<file path="src/hdl/mcsl_pkg.sv">
`timescale 1ns / 1ps

package mcsl_pkg;

  typedef enum logic [2:0] {
    CMD_TICK          = 3'd0,
    CMD_SET_SPEED     = 3'd1,
    CMD_SET_SPEED_NOW = 3'd2,
    CMD_SET_SLEW      = 3'd3,
    CMD_ADD_SLAVE     = 3'd4,
    CMD_KILL_ALL      = 3'd5
  } cmd_t;

  localparam logic signed [7:0] SPEED_MAX  = 8'sd127;
  localparam logic signed [7:0] SPEED_MIN  = -8'sd127;
  localparam logic        [6:0] SLEW_MAX   = 7'd127;
  localparam logic        [6:0] SLEW_RESET = 7'd10;

  // Commands from the controller to the datapath.
  typedef struct packed {
    logic ld_item;
    logic kill;
    logic add;
    logic tick_step;
    logic spr_init;
    logic spr_pick;
    logic spr_read;
    logic spr_mark;
  } mcsl_ctrl_t;

  // Status from the datapath to the controller.
  typedef struct packed {
    logic [2:0] cmd;
    logic       ch_ok;
    logic       tick_last;
    logic       out_free;
    logic       pending_any;
    logic       k_more;
  } mcsl_stat_t;

endpackage

</file>
<file path="src/hdl/mcsl_if.sv">
`timescale 1ns / 1ps

interface mcsl_cmd_if;
  logic               valid;
  logic               ready;
  logic [2:0]         cmd;
  logic [3:0]         channel;
  logic signed [15:0] value;

  modport source (output valid, output cmd, output channel, output value, input ready);
  modport sink   (input valid, input cmd, input channel, input value, output ready);
endinterface

interface mcsl_drv_if;
  logic              valid;
  logic              ready;
  logic [3:0]        out_channel;
  logic signed [7:0] drive_level;
  logic              last;

  modport source (output valid, output out_channel, output drive_level, output last,
                  input ready);
  modport sink   (input valid, input out_channel, input drive_level, input last,
                  output ready);
endinterface

</file>
<file path="src/hdl/multi_channel_motor_slew_limiter_top.sv">
`timescale 1ns / 1ps

// Slew-rate limiter for NUM_CHANNELS motor channels. Each command beat is taken
// one at a time: a tick steps a single shared slew unit across the channels,
// pausing whenever the result register is still held by the sink; its
// NUM_CHANNELS result beats come out in channel order with last on the final
// one. Set speed, set speed immediate and set slew walk the slave graph from
// the addressed channel, reading each slave entry through the single read port
// of the slave-list memory. Add slave, kill all, commands to a channel out of
// range and unused codes finish in the dispatch state. No clearing pass follows
// reset.
module multi_channel_motor_slew_limiter_top #(
  parameter int NUM_CHANNELS = 10,
  parameter int MAX_SLAVES   = 5
) (
  input logic       clk,
  input logic       rst_n,
  mcsl_cmd_if.sink  in_ch,
  mcsl_drv_if.source out_ch
);
  import mcsl_pkg::*;

  mcsl_ctrl_t ctrl;
  mcsl_stat_t stat;

  mcsl_controller u_ctrl (
    .clk      (clk),
    .rst_n    (rst_n),
    .in_valid (in_ch.valid),
    .in_ready (in_ch.ready),
    .stat     (stat),
    .ctrl     (ctrl)
  );

  mcsl_datapath #(
    .NUM_CHANNELS (NUM_CHANNELS),
    .MAX_SLAVES   (MAX_SLAVES)
  ) u_dp (
    .clk             (clk),
    .rst_n           (rst_n),
    .ctrl            (ctrl),
    .stat            (stat),
    .in_cmd          (in_ch.cmd),
    .in_channel      (in_ch.channel),
    .in_value        (in_ch.value),
    .out_valid       (out_ch.valid),
    .out_ready       (out_ch.ready),
    .out_channel     (out_ch.out_channel),
    .out_drive_level (out_ch.drive_level),
    .out_last        (out_ch.last)
  );

endmodule

</file>
<file path="src/hdl/mcsl_datapath.sv">
`timescale 1ns / 1ps

module mcsl_datapath #(
  parameter int NUM_CHANNELS = 10,
  parameter int MAX_SLAVES   = 5
) (
  input  logic               clk,
  input  logic               rst_n,
  input  mcsl_pkg::mcsl_ctrl_t ctrl,
  output mcsl_pkg::mcsl_stat_t stat,
  input  logic [2:0]         in_cmd,
  input  logic [3:0]         in_channel,
  input  logic signed [15:0] in_value,
  output logic               out_valid,
  input  logic               out_ready,
  output logic [3:0]         out_channel,
  output logic signed [7:0]  out_drive_level,
  output logic               out_last
);
  import mcsl_pkg::*;

  localparam int CW    = (NUM_CHANNELS > 1) ? $clog2(NUM_CHANNELS) : 1;
  localparam int KW    = $clog2(MAX_SLAVES + 1);
  localparam int DEPTH = NUM_CHANNELS * MAX_SLAVES;
  localparam int AW    = (DEPTH > 1) ? $clog2(DEPTH) : 1;
  localparam logic [4:0]    NCH5    = 5'(NUM_CHANNELS);
  localparam logic [CW-1:0] LAST_CH = CW'(NUM_CHANNELS - 1);
  localparam logic [KW-1:0] KMAX    = KW'(MAX_SLAVES);

  // latched item
  logic [2:0]         cmd_r;
  logic [3:0]         ch_r;
  logic signed [15:0] val_r;

  // per-channel state
  logic signed [7:0] target_r [NUM_CHANNELS];
  logic signed [7:0] drive_r  [NUM_CHANNELS];
  logic        [6:0] slew_r   [NUM_CHANNELS];
  logic     [KW-1:0] cnt_r    [NUM_CHANNELS];

  // slave lists, flat by channel
  logic [CW-1:0] slave_mem [DEPTH];
  logic [CW-1:0] rd_r;

  // walk state
  logic [NUM_CHANNELS-1:0] visited_r, pending_r;
  logic [CW-1:0]           cur_r;
  logic [KW-1:0]           k_r;
  logic [CW-1:0]           idx_r;

  logic                    out_valid_r;
  logic [3:0]              out_ch_r;
  logic signed [7:0]       out_drv_r;
  logic                    out_last_r;

  logic [CW-1:0]           ch_idx;
  logic                    ch_ok;
  logic                    add_ok;
  logic [AW-1:0]           add_addr, rd_addr;
  logic [NUM_CHANNELS-1:0] start_mask;
  logic [CW-1:0]           pick;
  logic signed [7:0]       spd_val;
  logic signed [16:0]      vx, mag;
  logic [6:0]              slew_val;
  logic signed [8:0]       dx, tx, sx, diff, nd;
  logic signed [7:0]       new_drive;

  assign ch_idx = ch_r[CW-1:0];
  assign ch_ok  = {1'b0, ch_r} < NCH5;
  assign add_ok = ch_ok && !val_r[15] && (val_r[14:0] < 15'(NUM_CHANNELS))
                  && (cnt_r[ch_idx] < KMAX);
  assign add_addr = AW'(int'(ch_idx) * MAX_SLAVES + int'(cnt_r[ch_idx]));
  assign rd_addr  = AW'(int'(cur_r) * MAX_SLAVES + int'(k_r));

  always_comb begin
    start_mask = '0;
    start_mask[ch_idx] = 1'b1;
  end

  // lowest pending channel
  always_comb begin
    pick = '0;
    for (int i = NUM_CHANNELS - 1; i >= 0; i--) begin
      if (pending_r[i]) pick = CW'(i);
    end
  end

  // setting values
  always_comb begin
    if (val_r > 16'(SPEED_MAX)) begin
      spd_val = SPEED_MAX;
    end else if (val_r < 16'(SPEED_MIN)) begin
      spd_val = SPEED_MIN;
    end else begin
      spd_val = val_r[7:0];
    end
    vx  = 17'(val_r);
    mag = vx[16] ? -vx : vx;
    slew_val = (mag > 17'(SLEW_MAX)) ? SLEW_MAX : mag[6:0];
  end

  // one slew step for the channel under the tick counter
  always_comb begin
    dx   = 9'(drive_r[idx_r]);
    tx   = 9'(target_r[idx_r]);
    sx   = {2'b00, slew_r[idx_r]};
    diff = (dx > tx) ? (dx - tx) : (tx - dx);
    if (diff > sx) begin
      nd = (dx < tx) ? (dx + sx) : (dx - sx);
    end else begin
      nd = tx;
    end
    new_drive = nd[7:0];
  end

  always_ff @(posedge clk) begin
    if (ctrl.ld_item) begin
      cmd_r <= in_cmd;
      ch_r  <= in_channel;
      val_r <= in_value;
    end
  end

  always_ff @(posedge clk) begin
    if (!rst_n) begin
      for (int i = 0; i < NUM_CHANNELS; i++) begin
        target_r[i] <= '0;
        drive_r[i]  <= '0;
        slew_r[i]   <= SLEW_RESET;
        cnt_r[i]    <= '0;
      end
    end else begin
      if (ctrl.kill) begin
        for (int i = 0; i < NUM_CHANNELS; i++) begin
          target_r[i] <= '0;
          drive_r[i]  <= '0;
        end
      end
      if (ctrl.add && add_ok) cnt_r[ch_idx] <= cnt_r[ch_idx] + 1'b1;
      if (ctrl.tick_step) drive_r[idx_r] <= new_drive;
      if (ctrl.spr_pick) begin
        if (cmd_r == CMD_SET_SLEW) begin
          slew_r[pick] <= slew_val;
        end else begin
          target_r[pick] <= spd_val;
          if (cmd_r == CMD_SET_SPEED_NOW) drive_r[pick] <= spd_val;
        end
      end
    end
  end

  always_ff @(posedge clk) begin
    if (ctrl.add && add_ok) slave_mem[add_addr] <= val_r[CW-1:0];
    if (ctrl.spr_read) rd_r <= slave_mem[rd_addr];
  end

  always_ff @(posedge clk) begin
    if (!rst_n) begin
      visited_r <= '0;
      pending_r <= '0;
      cur_r     <= '0;
      k_r       <= '0;
      idx_r     <= '0;
    end else begin
      if (ctrl.ld_item) idx_r <= '0;
      if (ctrl.tick_step) idx_r <= idx_r + 1'b1;
      if (ctrl.spr_init) begin
        visited_r <= start_mask;
        pending_r <= start_mask;
      end
      if (ctrl.spr_pick) begin
        pending_r[pick] <= 1'b0;
        cur_r <= pick;
        k_r   <= '0;
      end
      if (ctrl.spr_read) k_r <= k_r + 1'b1;
      // first visit queues the slave; a repeat is dropped
      if (ctrl.spr_mark && !visited_r[rd_r]) begin
        visited_r[rd_r] <= 1'b1;
        pending_r[rd_r] <= 1'b1;
      end
    end
  end

  always_ff @(posedge clk) begin
    if (!rst_n) begin
      out_valid_r <= 1'b0;
    end else if (ctrl.tick_step) begin
      out_valid_r <= 1'b1;
    end else if (out_ready) begin
      out_valid_r <= 1'b0;
    end
  end

  always_ff @(posedge clk) begin
    if (ctrl.tick_step) begin
      out_ch_r   <= 4'(idx_r);
      out_drv_r  <= new_drive;
      out_last_r <= (idx_r == LAST_CH);
    end
  end

  assign out_valid       = out_valid_r;
  assign out_channel     = out_ch_r;
  assign out_drive_level = out_drv_r;
  assign out_last        = out_last_r;

  assign stat.cmd         = cmd_r;
  assign stat.ch_ok       = ch_ok;
  assign stat.tick_last   = (idx_r == LAST_CH);
  assign stat.out_free    = !out_valid_r || out_ready;
  assign stat.pending_any = |pending_r;
  assign stat.k_more      = k_r < cnt_r[cur_r];

endmodule

</file>
<file path="src/hdl/mcsl_controller.sv">
`timescale 1ns / 1ps

module mcsl_controller (
  input  logic                 clk,
  input  logic                 rst_n,
  input  logic                 in_valid,
  output logic                 in_ready,
  input  mcsl_pkg::mcsl_stat_t stat,
  output mcsl_pkg::mcsl_ctrl_t ctrl
);
  import mcsl_pkg::*;

  typedef enum logic [5:0] {
    ST_IDLE     = 6'b000001,
    ST_DISPATCH = 6'b000010,
    ST_TICK     = 6'b000100,
    ST_PICK     = 6'b001000,
    ST_READ     = 6'b010000,
    ST_MARK     = 6'b100000
  } state_t;

  state_t state_r, state_nxt;

  assign in_ready = (state_r == ST_IDLE);

  always_comb begin
    state_nxt = state_r;
    ctrl      = '0;
    unique case (state_r)
      ST_IDLE: begin
        if (in_valid) begin
          ctrl.ld_item = 1'b1;
          state_nxt    = ST_DISPATCH;
        end
      end
      ST_DISPATCH: begin
        state_nxt = ST_IDLE;
        unique case (stat.cmd) inside
          CMD_TICK: state_nxt = ST_TICK;
          CMD_KILL_ALL: ctrl.kill = 1'b1;
          CMD_SET_SPEED, CMD_SET_SPEED_NOW, CMD_SET_SLEW: begin
            if (stat.ch_ok) begin
              ctrl.spr_init = 1'b1;
              state_nxt     = ST_PICK;
            end
          end
          CMD_ADD_SLAVE: ctrl.add = stat.ch_ok;
          default: state_nxt = ST_IDLE;
        endcase
      end
      ST_TICK: begin
        // advance one channel whenever the output register has room
        if (stat.out_free) begin
          ctrl.tick_step = 1'b1;
          if (stat.tick_last) state_nxt = ST_IDLE;
        end
      end
      ST_PICK: begin
        if (stat.pending_any) begin
          ctrl.spr_pick = 1'b1;
          state_nxt     = ST_READ;
        end else begin
          state_nxt = ST_IDLE;
        end
      end
      ST_READ: begin
        if (stat.k_more) begin
          ctrl.spr_read = 1'b1;
          state_nxt     = ST_MARK;
        end else begin
          state_nxt = ST_PICK;
        end
      end
      ST_MARK: begin
        ctrl.spr_mark = 1'b1;
        state_nxt     = ST_READ;
      end
      default: state_nxt = ST_IDLE;
    endcase
  end

  always_ff @(posedge clk) begin
    if (!rst_n) begin
      state_r <= ST_IDLE;
    end else begin
      state_r <= state_nxt;
    end
  end

endmodule

</file>
<file path="src/flat_wrapper.sv">
// flat-port wrapper written by rule: the top's interface ports become plain ports
module multi_channel_motor_slew_limiter_top_flat import mcsl_pkg::*;
#(
  parameter int NUM_CHANNELS = 10,
  parameter int MAX_SLAVES   = 5
)
  (clk, rst_n, in_ch_valid, in_ch_cmd, in_ch_channel, in_ch_value, in_ch_ready, out_ch_valid, out_ch_out_channel, out_ch_drive_level, out_ch_last, out_ch_ready);
  mcsl_cmd_if in_ch_i ();
  mcsl_drv_if out_ch_i ();
  input logic clk;
  input logic rst_n;
  input wire logic [$bits(in_ch_i.valid)-1:0] in_ch_valid;
  input wire logic [$bits(in_ch_i.cmd)-1:0] in_ch_cmd;
  input wire logic [$bits(in_ch_i.channel)-1:0] in_ch_channel;
  input wire logic [$bits(in_ch_i.value)-1:0] in_ch_value;
  output wire logic [$bits(in_ch_i.ready)-1:0] in_ch_ready;
  output wire logic [$bits(out_ch_i.valid)-1:0] out_ch_valid;
  output wire logic [$bits(out_ch_i.out_channel)-1:0] out_ch_out_channel;
  output wire logic [$bits(out_ch_i.drive_level)-1:0] out_ch_drive_level;
  output wire logic [$bits(out_ch_i.last)-1:0] out_ch_last;
  input wire logic [$bits(out_ch_i.ready)-1:0] out_ch_ready;
  assign in_ch_i.valid = in_ch_valid;
  assign in_ch_i.cmd = in_ch_cmd;
  assign in_ch_i.channel = in_ch_channel;
  assign in_ch_i.value = in_ch_value;
  assign in_ch_ready = in_ch_i.ready;
  assign out_ch_valid = out_ch_i.valid;
  assign out_ch_out_channel = out_ch_i.out_channel;
  assign out_ch_drive_level = out_ch_i.drive_level;
  assign out_ch_last = out_ch_i.last;
  assign out_ch_i.ready = out_ch_ready;
  multi_channel_motor_slew_limiter_top #(.NUM_CHANNELS(NUM_CHANNELS), .MAX_SLAVES(MAX_SLAVES)) u_core (.clk(clk), .rst_n(rst_n), .in_ch(in_ch_i), .out_ch(out_ch_i));
endmodule
</file>
<file path="config.mk">
export PLATFORM = sky130hd
export DESIGN_NAME = multi_channel_motor_slew_limiter_top_flat
export DESIGN_NICKNAME = d
export VERILOG_FILES = /design/src/hdl/mcsl_pkg.sv /design/src/hdl/mcsl_if.sv /design/src/hdl/multi_channel_motor_slew_limiter_top.sv /design/src/hdl/mcsl_datapath.sv /design/src/hdl/mcsl_controller.sv /design/src/flat_wrapper.sv
export SDC_FILE = /design/constraint.sdc
export NUM_CORES = 1
export LEC_CHECK = 0
export ABC_AREA = 1
export BUFFER_PORTS_ARGS = -buffer_cell sky130_fd_sc_hd__buf_2
export CAP_MARGIN = 40
export CORE_UTILIZATION = 26
export CTS_CLUSTER_DIAMETER = 120
export DETAILED_ROUTE_END_ITERATION = 12
export SYNTH_ARGS = -nofsm -noshare
export SYNTH_HDL_FRONTEND = slang
export SYNTH_SLANG_ARGS = --single-unit
</file>
<file path="constraint.sdc">
create_clock -name clk -period 7.25 [get_ports clk]
set_clock_uncertainty 0.15 [all_clocks]
set_input_delay 0.725 -clock clk [delete_from_list [all_inputs] [get_ports clk]]
set_output_delay 0.725 -clock clk [all_outputs]
set_load 0.02 [all_outputs]
</file>
==> results.json, run 1 <==
{
  "status": "finished clean",
  "synth-async-reset-ratio": 0,
  "slew_headroom": 0.407,
  "die_h_um": 359,
  "synth_area_mm2": 0.0331,
  "fin_setup_tns_ps": 0,
  "post-place-ws_ps": 1250,
  "multi_input_area_mm2": 0.0110,
  "grt_pass1_vias": 22700,
  "endpoint_kind": "register",
  "path_class": "register to register",
  "tritoncts": "yes",
  "synth-main-ff-cell": "edfxtp_1",
  "ys_warn_count": 0,
  "ctsHoldBuffers": 0,
  "fin_nets": 3384,
  "fillerInstances": 13000,
  "synth_most_common_cell": "edfxtp_1",
  "syn_inst": 3167,
  "synthAdderAreaFrac": 0.0257,
  "insertedDiodeCount": 0,
  "synth-edff-count": 656,
  "critPathSlowestCell": "inv_4",
  "cp.arrival_ps": 6240,
  "slew_viol_final": 0,
  "viasPerCell": 4.74,
  "numCtsBuffers": 77,
  "worst_pin_slew_ps": 890,
  "avgRoutedWirePerCell_um": 17.2,
  "antenna_found_initial": 5,
  "worstPathMaxFanout": 68,
  "p_per_area_mw_per_mm2": 262,
  "synth_area_leaders": "edfxtp_1 60%, nor2_1 6.8%, nand2_1 4.8%",
  "drt-initial-drc-count": 2244,
  "htree_levels": 3,
  "grt_max_degree": 131,
  "clk_pin_slew_worst_paths_ps": 60,
  "max_cap_violations": 0,
  "synth_top_family_by_area": "simple AND/OR/NAND/NOR gates",
  "cts_setup_buffers": 0,
  "route.detailed.drc": 0,
  "synthSimpleGateAreaFrac": 0.161,
  "grt_pass1_wl_mm": 133,
  "gp_congestion": 0.886,
  "rsz0062_at_grt": "no",
  "ant_nets": 0,
  "seq_area_mm2": 0.0207,
  "grtUsageTotal": 0.131,
  "synth_compound_area_frac": 0.109,
  "finalWorstSetupSlack_ps": 1210,
  "yosysTopAreaCell": "edfxtp_1",
  "drtPass1Iterations": 6,
  "area_growth_pct": 14.6,
  "ys_types": 54,
  "r2r_setup_slack_ps": 1210,
  "fmax_mhz": 165,
  "period_needed_ps": 6040,
  "p_leak_uw": 0.0139,
  "cts_max_path_buffers": 3,
  "root_buffer": "clkbuf_16",
  "ys_top_cells_by_count": "656 x edfxtp_1, 599 x nor2_1, 419 x nand2_1",
  "start_kind": "register",
  "vdd_drop_max_mv": 0.243,
  "cts.repair.resized": 0,
  "finalPower_uw": 9920,
  "rows": 130,
  "synth_top_area_frac": 0.596,
  "core_area_mm2": 0.126,
  "syn_avg_cell_area_um2": 10.4,
  "port_buffers": 41,
  "setup_viol": 0,
  "die_area_mm2": 0.129,
  "yosysSeqAreaShare": 0.626,
  "drive_gt1_frac": 0.0903,
  "worst_path_most_repeated_cell": "nand2_1",
  "grt_remaining_overflow": 0,
  "dp_hpwl_mm": 57.7,
  "vias": 23700,
  "boundaryPins": 42,
  "worstSkewPairLatency_ps": 640,
  "synth_xor_area_frac": 0.00953,
  "die_w_um": 359,
  "required_ps": 7440,
  "synth-seq-cells": 706,
  "muxShareOfSynthArea": 0.0136,
  "hold_path.class": "primary input to register",
  "start_util": 0.263,
  "clkSinkCount": 706,
  "post-route-period-util": 0.834,
  "wirelength_mm": 86.3,
  "hold_viol_final": 0,
  "slowest_delay_ps": 480
}
-- where the power goes --
group          total [uW]  internal [uW]  switching, uW  leakage (uW)
sequential           4800           4700            101       0.00665
clock                3770           2140           1630       0.00118
combinational        1340            331           1010       0.00609
total                9920           7170           2740        0.0139
-- through the flow --
step | cells | utilization | instance area [um^2] | hold slack [ps]
global placement | 4850 | 0.281 | 35400 | 329
finish | 5005 | 0.301 | 37900 | 119
detailed placement | 4863 | 0.282 | 35500 | 333
global route | 5005 | 0.301 | 37900 | 99.6
floorplan | 3274 | - | 33500 | 302
CTS | 5005 | 0.301 | 37900 | 86.3
-- worst paths after layout --
check | start | end | cells after the start
max reg2reg | register | u_core.u_dp.drive_r[10][1]$_DFFE_PP_ | 31
max | register | u_core.u_dp.drive_r[10][1]$_DFFE_PP_ | 31
min reg2reg | u_core.u_dp.visited_r[4]$_SDFF_PN0_ | u_core.u_dp.visited_r[4]$_SDFF_PN0_ | 2
min | in_ch_value[2] | u_core.u_dp.val_r[2]$_DFFE_PP_ | 1
-- state kept, by name, indices dropped and copies added, names as in the netlist, named ones only --
| register | flops |
|---|---|
| u_core.u_dp.drive_r | 128 |
| u_core.u_dp.cmd_r | 3 |
| u_core.u_dp.out_valid | 1 |
| u_core.u_dp.out_channel | 4 |
| u_core.u_dp.idx_r | 4 |
| u_core.u_dp.target_r | 128 |
| u_core.u_dp.k_r | 3 |
| u_core.u_dp.out_last | 1 |
| u_core.u_dp.rd_r | 4 |
| u_core.u_dp.slave_mem | 200 |
| u_core.u_dp.visited_r | 10 |
| u_core.u_dp.cur_r | 4 |
| u_core.u_dp.cnt_r | 48 |
| u_core.u_dp.out_drive_level | 8 |
| u_core.u_dp.val_r | 16 |
| u_core.u_dp.slew_r | 112 |
| u_core.u_ctrl.state_r | 6 |
| u_core.u_dp.pending_r | 10 |
| u_core.u_dp.ch_idx | 4 |
-- per-layer routing --
| layer | vias to the layer above | global-route usage | wire length [um] |
|---|---|---|---|
| met4 | 0 | 0.0387 | 1870 |
| li1 | 11200 | - | - |
| met3 | 138 | 0.0230 | 5700 |
| met2 | 783 | 0.218 | 41300 |
| met5 | - | 0 | 0 |
| met1 | 11600 | 0.174 | 37400 |
-- layout make-up --
type / count / area share
timing repair buffer: 96 / 0.0176
clock buffer: 111 / 0.0563
sequential: 706 / 0.546
tap: 1650 / 0.0545
inverter: 285 / 0.0284
multi-input combinational: 2126 / 0.290
clock inverter: 31 / 0.00746
-- layout by cell type (no fill, tap or decap), drive strengths merged --
cell / n
a211oi: 1
a21boi: 1
a21o: 3
a21oi: 80
a22oi: 3
a31oi: 18
a32o: 1
buf: 96
bufinv: 2
clkbuf: 111
clkinv: 29
clkinvlp: 1
conb: 108
dfxtp: 50
edfxtp: 656
fa: 5
ha: 60
inv: 284
mux2i: 45
nand2: 436
nand3: 182
nand3b: 2
nand4: 8
nor2: 623
nor3: 25
nor3b: 1
nor4: 7
o211ai: 38
o21ai: 312
o21bai: 1
o221ai: 94
o22ai: 20
o31ai: 4
o32ai: 9
or2: 3
xnor2: 10
xor2: 26
-- cell families after synthesis --
| kind of cell | count (synthesis) |
|---|---|
| xor+xnor | 36 |
| fa+ha+maj | 65 |
| mux | 45 |
| flops | 706 |
| simple gates | 1287 |
| buf+inv | 442 |
| other cells | 1 |
| compound gates | 585 |
-- critical path, delay by kind of cell, from the launching register on --
family | cells | cell delay, ps
xor gates and xnor gates | 1 | 180
buffers and inverters | 7 | 1330
adders and majority gates | 2 | 680
and+or+nand+nor | 14 | 1670
AOI/OAI and AO/OA | 7 | 1340
DFF | 1 | 360
Note: power is estimated with default switching activity, not from simulation.
==> inputs of run 2 (changes only) <==
Settings changed: ABC_AREA 1 to 0.
Clock period 7.25 ns to 4.85 ns, I/O delays scaled along.
==> results.json, run 2 <==
{
  "setup_viol": 136,
  "yosysSeqAreaShare": 0.643,
  "boundaryPins": 42,
  "fmax_mhz": 168,
  "worstPathMaxFanout": 11,
  "die_h_um": 354,
  "syn_avg_cell_area_um2": 15.1,
  "finalWorstSetupSlack_ps": -1090,
  "cp.arrival_ps": 6130,
  "synth_compound_area_frac": 0.0572,
  "clk_pin_slew_worst_paths_ps": 60,
  "vdd_drop_max_mv": 0.352,
  "multi_input_area_mm2": 0.0115,
  "ys_top_cells_by_count": "656 x edfxtp_1, 301 x nor2_1, 192 x mux4_2",
  "fin_nets": 2596,
  "synth-seq-cells": 706,
  "drt-initial-drc-count": 1686,
  "layout_common_cells": "656 x edfxtp_1, 295 x nor2_1, 199 x buf_4, 192 x mux4_2, 154 x nand2_1",
  "worst_pin_slew_ps": 849,
  "hold_depth": 1,
  "path_class": "register to register",
  "post-route-period-util": 1.23,
  "grt_remaining_overflow": 0,
  "grt_pass1_vias": 20000,
  "die_area_mm2": 0.125,
  "regMostFlops": "u_core.u_dp.slave_mem",
  "clkSinkCount": 706,
  "rows": 128,
  "final_area_mm2": 0.0395,
  "synth-edff-count": 656,
  "port_buffers": 41,
  "synth_xor_area_frac": 0.00980,
  "drive_gt1_frac": 0.274,
  "synthSimpleGateAreaFrac": 0.0914,
  "hold_path.class": "primary input to register",
  "hold_viol_final": 0,
  "p_per_area_mw_per_mm2": 352,
  "route.detailed.drc": 0,
  "synth-main-ff-cell": "edfxtp_1",
  "antenna_found_initial": 3,
  "period_needed_ps": 5940,
  "p_leak_uw": 0.0137,
  "max_cap_violations": 0,
  "area_growth_pct": 22.8,
  "wirelength_mm": 81.8,
  "required_ps": 5040,
  "avgRoutedWirePerCell_um": 19.6,
  "numCtsBuffers": 75,
  "die_w_um": 354,
  "gp_congestion": 0.859,
  "placedInstanceArea_mm2": 0.0363,
  "final_common_cell": "edfxtp_1",
  "cts_max_path_buffers": 3,
  "grt_max_degree": 54,
  "synth-async-reset-ratio": 0,
  "tritoncts": "yes",
  "synthAdderAreaFrac": 0.0264,
  "reg_top3": "u_core.u_dp.slave_mem: 200 flops, u_core.u_dp.drive_r: 128 flops, u_core.u_dp.target_r: 128 flops",
  "post-place-cells": 4005,
  "post-place-ws_ps": -1120,
  "hold_ws_ps": 44.7,
  "start_kind": "register",
  "worstSkewPairLatency_ps": 640,
  "seq_area_mm2": 0.0207,
  "fin_util": 0.323,
  "ys_types": 89,
  "status": "finished, violations left",
  "ant_nets": 0,
  "slew_headroom": 0.433,
  "root_buffer": "clkbuf_16",
  "synth_top_area_frac": 0.612,
  "syn_inst": 2132,
  "yosysTopAreaCell": "edfxtp_1",
  "endpoint_kind": "register",
  "slew_viol_final": 0,
  "htree_levels": 3,
  "dp_hpwl_mm": 56.4,
  "synth_area_mm2": 0.0322,
  "vias": 19600,
  "grtUsageTotal": 0.130,
  "muxShareOfSynthArea": 0.147,
  "viasPerCell": 4.68,
  "synth_area_leaders": "edfxtp_1 61%, mux4_2 13%, nor2_1 3.5%",
  "ff2ff_path_depth": 25,
  "synth_most_common_cell": "edfxtp_1",
  "grt_pass1_wl_mm": 124,
  "synth_top_family_by_area": "multiplexers",
  "start_util": 0.263,
  "insertedDiodeCount": 0,
  "fillerInstances": 12000,
  "largest_register_ffs": 200,
  "violations": "setup timing",
  "fin_cells": 4186,
  "core_area_mm2": 0.122,
  "drtPass1Iterations": 6,
  "ys_warn_count": 0,
  "rsz0062_at_grt": "yes"
}
run 2: final timing paths:
| kind | start | to | slack (ps) |
|---|---|---|---|
| min reg2reg | u_core.u_dp.visited_r[9]$_SDFF_PN0_ | u_core.u_dp.visited_r[9]$_SDFF_PN0_ | 370 |
| max reg2reg | register | u_core.u_dp.drive_r[12][7]$_DFFE_PP_ | -1090 |
| min | in_ch_value[4] | u_core.u_dp.val_r[4]$_DFFE_PP_ | 40 |
| max | register | u_core.u_dp.drive_r[12][7]$_DFFE_PP_ | -1090 |
run 2: cell type report:
cell class / count / area share
Clock buffer: 89 / 0.0496
Timing Repair Buffer: 304 / 0.0661
Sequential cell: 706 / 0.524
Clock inverter: 45 / 0.0104
Multi-Input combinational cell: 1344 / 0.291
Inverter: 73 / 0.00700
Tap cell: 1625 / 0.0514
run 2: logic make-up after synthesis:
kind of cell,after synthesis
mux,223
simple gates,645
other cells,1
compound gates,267
buf+inv,189
flops,706
fa+ha+maj,65
xor+xnor,36
run 2: routing by layer:
metal	up-vias	routed length [um]	GRT usage
li1	8875	-	-
met1	9913	35400	0.176
met5	-	0	0
met3	133	6150	0.0279
met2	685	38100	0.208
met4	0	2200	0.0390
run 2: repair_timing:
item | in CTS | in global routing
cloned | 3 | 0
resized for setup | 34 | 56
hold buffers | 22 | 0
endpoints found under the hold margin | 26 | 0
pin swaps | 2 | 19
endpoints found under the setup margin | 136 | 136
setup buffers | 12 | 15
run 2: stage by stage:
step,power [uW],setup TNS [ps]
floorplan,7820,-148410
global route,14400,-162270
finish,13900,-138290
detailed placement,8330,-131870
CTS,14000,-122250
global placement,8310,-125170
run 2: critical path, cell delays in order, from the launching register on:
cell	delay, ps
dfxtp_4	440
buf_12	170
buf_12	110
mux4_2	490
mux4_2	620
ha_4	330
buf_6	90
o21a_1	190
a21oi_4	80
a21o_1	220
a211oi_2	220
a21oi_2	60
buf_4	130
buf_4	120
xor2_1	170
ha_1	310
nand3_1	130
o21bai_1	210
a211oi_2	300
nor3_2	80
a21bo_4	220
nand3_4	140
buf_6	210
o211ai_4	180
buf_12	180
nand2_4	80
run 2: power breakdown:
part / switching (uW) / internal, uW
sequential: 77.1 / 6840
clock: 2460 / 3090
combinational: 879 / 557
total: 3410 / 10500
==> inputs of run 3 (changes only) <==
Settings changed: ABC_AREA 0 to default, RECOVER_POWER from default to 50, SLEW_MARGIN from default to 20.
==> results.json, run 3 (synthesis results as in run 2) <==
{
  "power.internal_uw": 10500,
  "largest_register_ffs": 200,
  "start_kind": "register",
  "violations": "capacitance limit, slew limit, setup timing",
  "vdd_drop_max_mv": 0.352,
  "pwr-share-comb": 0.102,
  "status": "finished, violations left",
  "hold_viol_final": 0,
  "clkSinkCount": 706,
  "fin_nets": 2598,
  "start_util": 0.263,
  "root_buffer": "clkbuf_16",
  "cp.arrival_ps": 6140,
  "netSwitchingFraction": 0.246,
  "rsz0062_at_grt": "yes",
  "required_ps": 5040,
  "setup_viol": 136,
  "worstPathMaxFanout": 11,
  "reg_top3": "u_core.u_dp.slave_mem: 200 flops, u_core.u_dp.drive_r: 128 flops, u_core.u_dp.target_r: 128 flops",
  "route.detailed.drc": 0,
  "clk_pin_slew_worst_paths_ps": 60,
  "tritoncts": "yes",
  "fmax_mhz": 168,
  "antenna_found_initial": 3,
  "fin_util": 0.322,
  "period_needed_ps": 5950,
  "max_cap_violations": 6,
  "finalWorstSetupSlack_ps": -1100,
  "htree_levels": 3,
  "fillerInstances": 12000,
  "worstSkewPairLatency_ps": 640,
  "boundaryPins": 42,
  "grt_max_degree": 54,
  "final_common_cell": "edfxtp_1",
  "regMostFlops": "u_core.u_dp.slave_mem",
  "layout_common_cells": "656 x edfxtp_1, 295 x nor2_1, 192 x mux4_2, 176 x buf_4, 154 x nand2_1",
  "ant_nets": 0,
  "viasPerCell": 4.68,
  "die_area_mm2": 0.125,
  "drt-initial-drc-count": 1763,
  "final_area_mm2": 0.0394,
  "r2r_setup_slack_ps": -1100,
  "grtUsageTotal": 0.130,
  "switching_power_uw": 3420,
  "wirelength_mm": 82.0,
  "area_growth_pct": 22.4,
  "grt_pass1_wl_mm": 124,
  "fin_setup_tns_ps": -138360,
  "placedInstanceArea_mm2": 0.0363,
  "die_w_um": 354,
  "path_class": "register to register",
  "insertedDiodeCount": 0,
  "hold_ws_ps": 51.2,
  "worst_pin_slew_ps": 2350,
  "vias": 19600,
  "grt_pass1_vias": 20000,
  "slew_headroom": -0.570,
  "seqPwrFrac": 0.498,
  "slew_viol_final": 244,
  "core_area_mm2": 0.122,
  "gp_congestion": 0.859,
  "port_buffers": 41,
  "die_h_um": 354,
  "endpoint_kind": "register",
  "numCtsBuffers": 75,
  "drive_gt1_frac": 0.253,
  "p_per_area_mw_per_mm2": 353,
  "drtPass1Iterations": 5,
  "cts_max_path_buffers": 3,
  "avgRoutedWirePerCell_um": 19.6,
  "grt_remaining_overflow": 0,
  "power_frac_clock": 0.400,
  "post-route-period-util": 1.23,
  "finalPower_uw": 13900,
  "hold_path.class": "primary input to register",
  "rows": 128,
  "p_leak_uw": 0.0136,
  "dp_hpwl_mm": 56.4
}
run 3: timing repair:
item / in CTS / in global routing
pin swaps: 2 / 19
cloned: 3 / 0
setup endpoints to repair: 136 / 136
endpoints found under the hold margin: 26 / 0
hold buffers: 22 / 0
gates resized for setup: 34 / 56
buffers inserted: 12 / 15
run 3: cell type report:
type / count / area, um^2 / area share
clock buffer: 89 / 1960 / 0.0498
clock inverter: 45 / 412 / 0.0104
inverter: 73 / 277 / 0.00702
multi-input combinational: 1344 / 11500 / 0.292
sequential: 706 / 20700 / 0.526
tap: 1625 / 2030 / 0.0516
timing repair buffer: 306 / 2510 / 0.0638
run 3: metrics by stage:
step                std cells  worst slack (ps)
floorplan                2239             -1190
global placement         4005             -1120
detailed placement       4005             -1120
CTS                      4176             -1000
global route             4188             -1260
finish                   4188             -1100
run 3: worst paths after layout:
path / from / endpoint / depth (start not counted)
worst max register to register: register / u_core.u_dp.drive_r[12][7]$_DFFE_PP_ / 25
worst max-delay path: register / u_core.u_dp.drive_r[12][7]$_DFFE_PP_ / 25
worst min register to register: u_core.u_dp.visited_r[2]$_SDFF_PN0_ / u_core.u_dp.visited_r[2]$_SDFF_PN0_ / 2
worst min-delay path: in_ch_valid / u_core.u_ctrl.state_r[2]$_SDFFE_PN0P_ / 3
run 3: routing by layer:
layer / part of all wire / global-route usage / vias up / wire length [um]
met5: 0 / 0 / - / 0
met4: 0.026 / 0.0390 / 0 / 2130
met3: 0.075 / 0.0279 / 135 / 6160
met2: 0.47 / 0.208 / 691 / 38400
met1: 0.43 / 0.176 / 9899 / 35300
li1: - / - / 8883 / -
run 3: worst max-delay path: stages (launching register included):
cell      delay (ps)
dfxtp_4          440
buf_12           170
buf_12           110
mux4_2           490
mux4_2           620
ha_4             330
buf_6             90
o21a_1           190
a21oi_4           80
a21o_1           220
a211oi_2         220
a21oi_2           60
buf_4            130
buf_4            120
xor2_1           170
ha_1             310
nand3_1          130
o21bai_1         210
a211oi_2         300
nor3_2            80
a21bo_4          220
nand3_4          140
buf_6            210
o211ai_4         180
buf_12           180
nand2_4           80
run 3: power by group through the flow:
stage | Combinational [uW] | Clock [uW] | Sequential (uW)
final | 1420 | 5560 | 6930
after global placement | 1270 | 0 | 7050
after CTS | 1360 | 5670 | 6920
after global routing | 1550 | 5900 | 6940
after detailed placement | 1280 | 0 | 7050
after floorplan | 793 | 0 | 7030
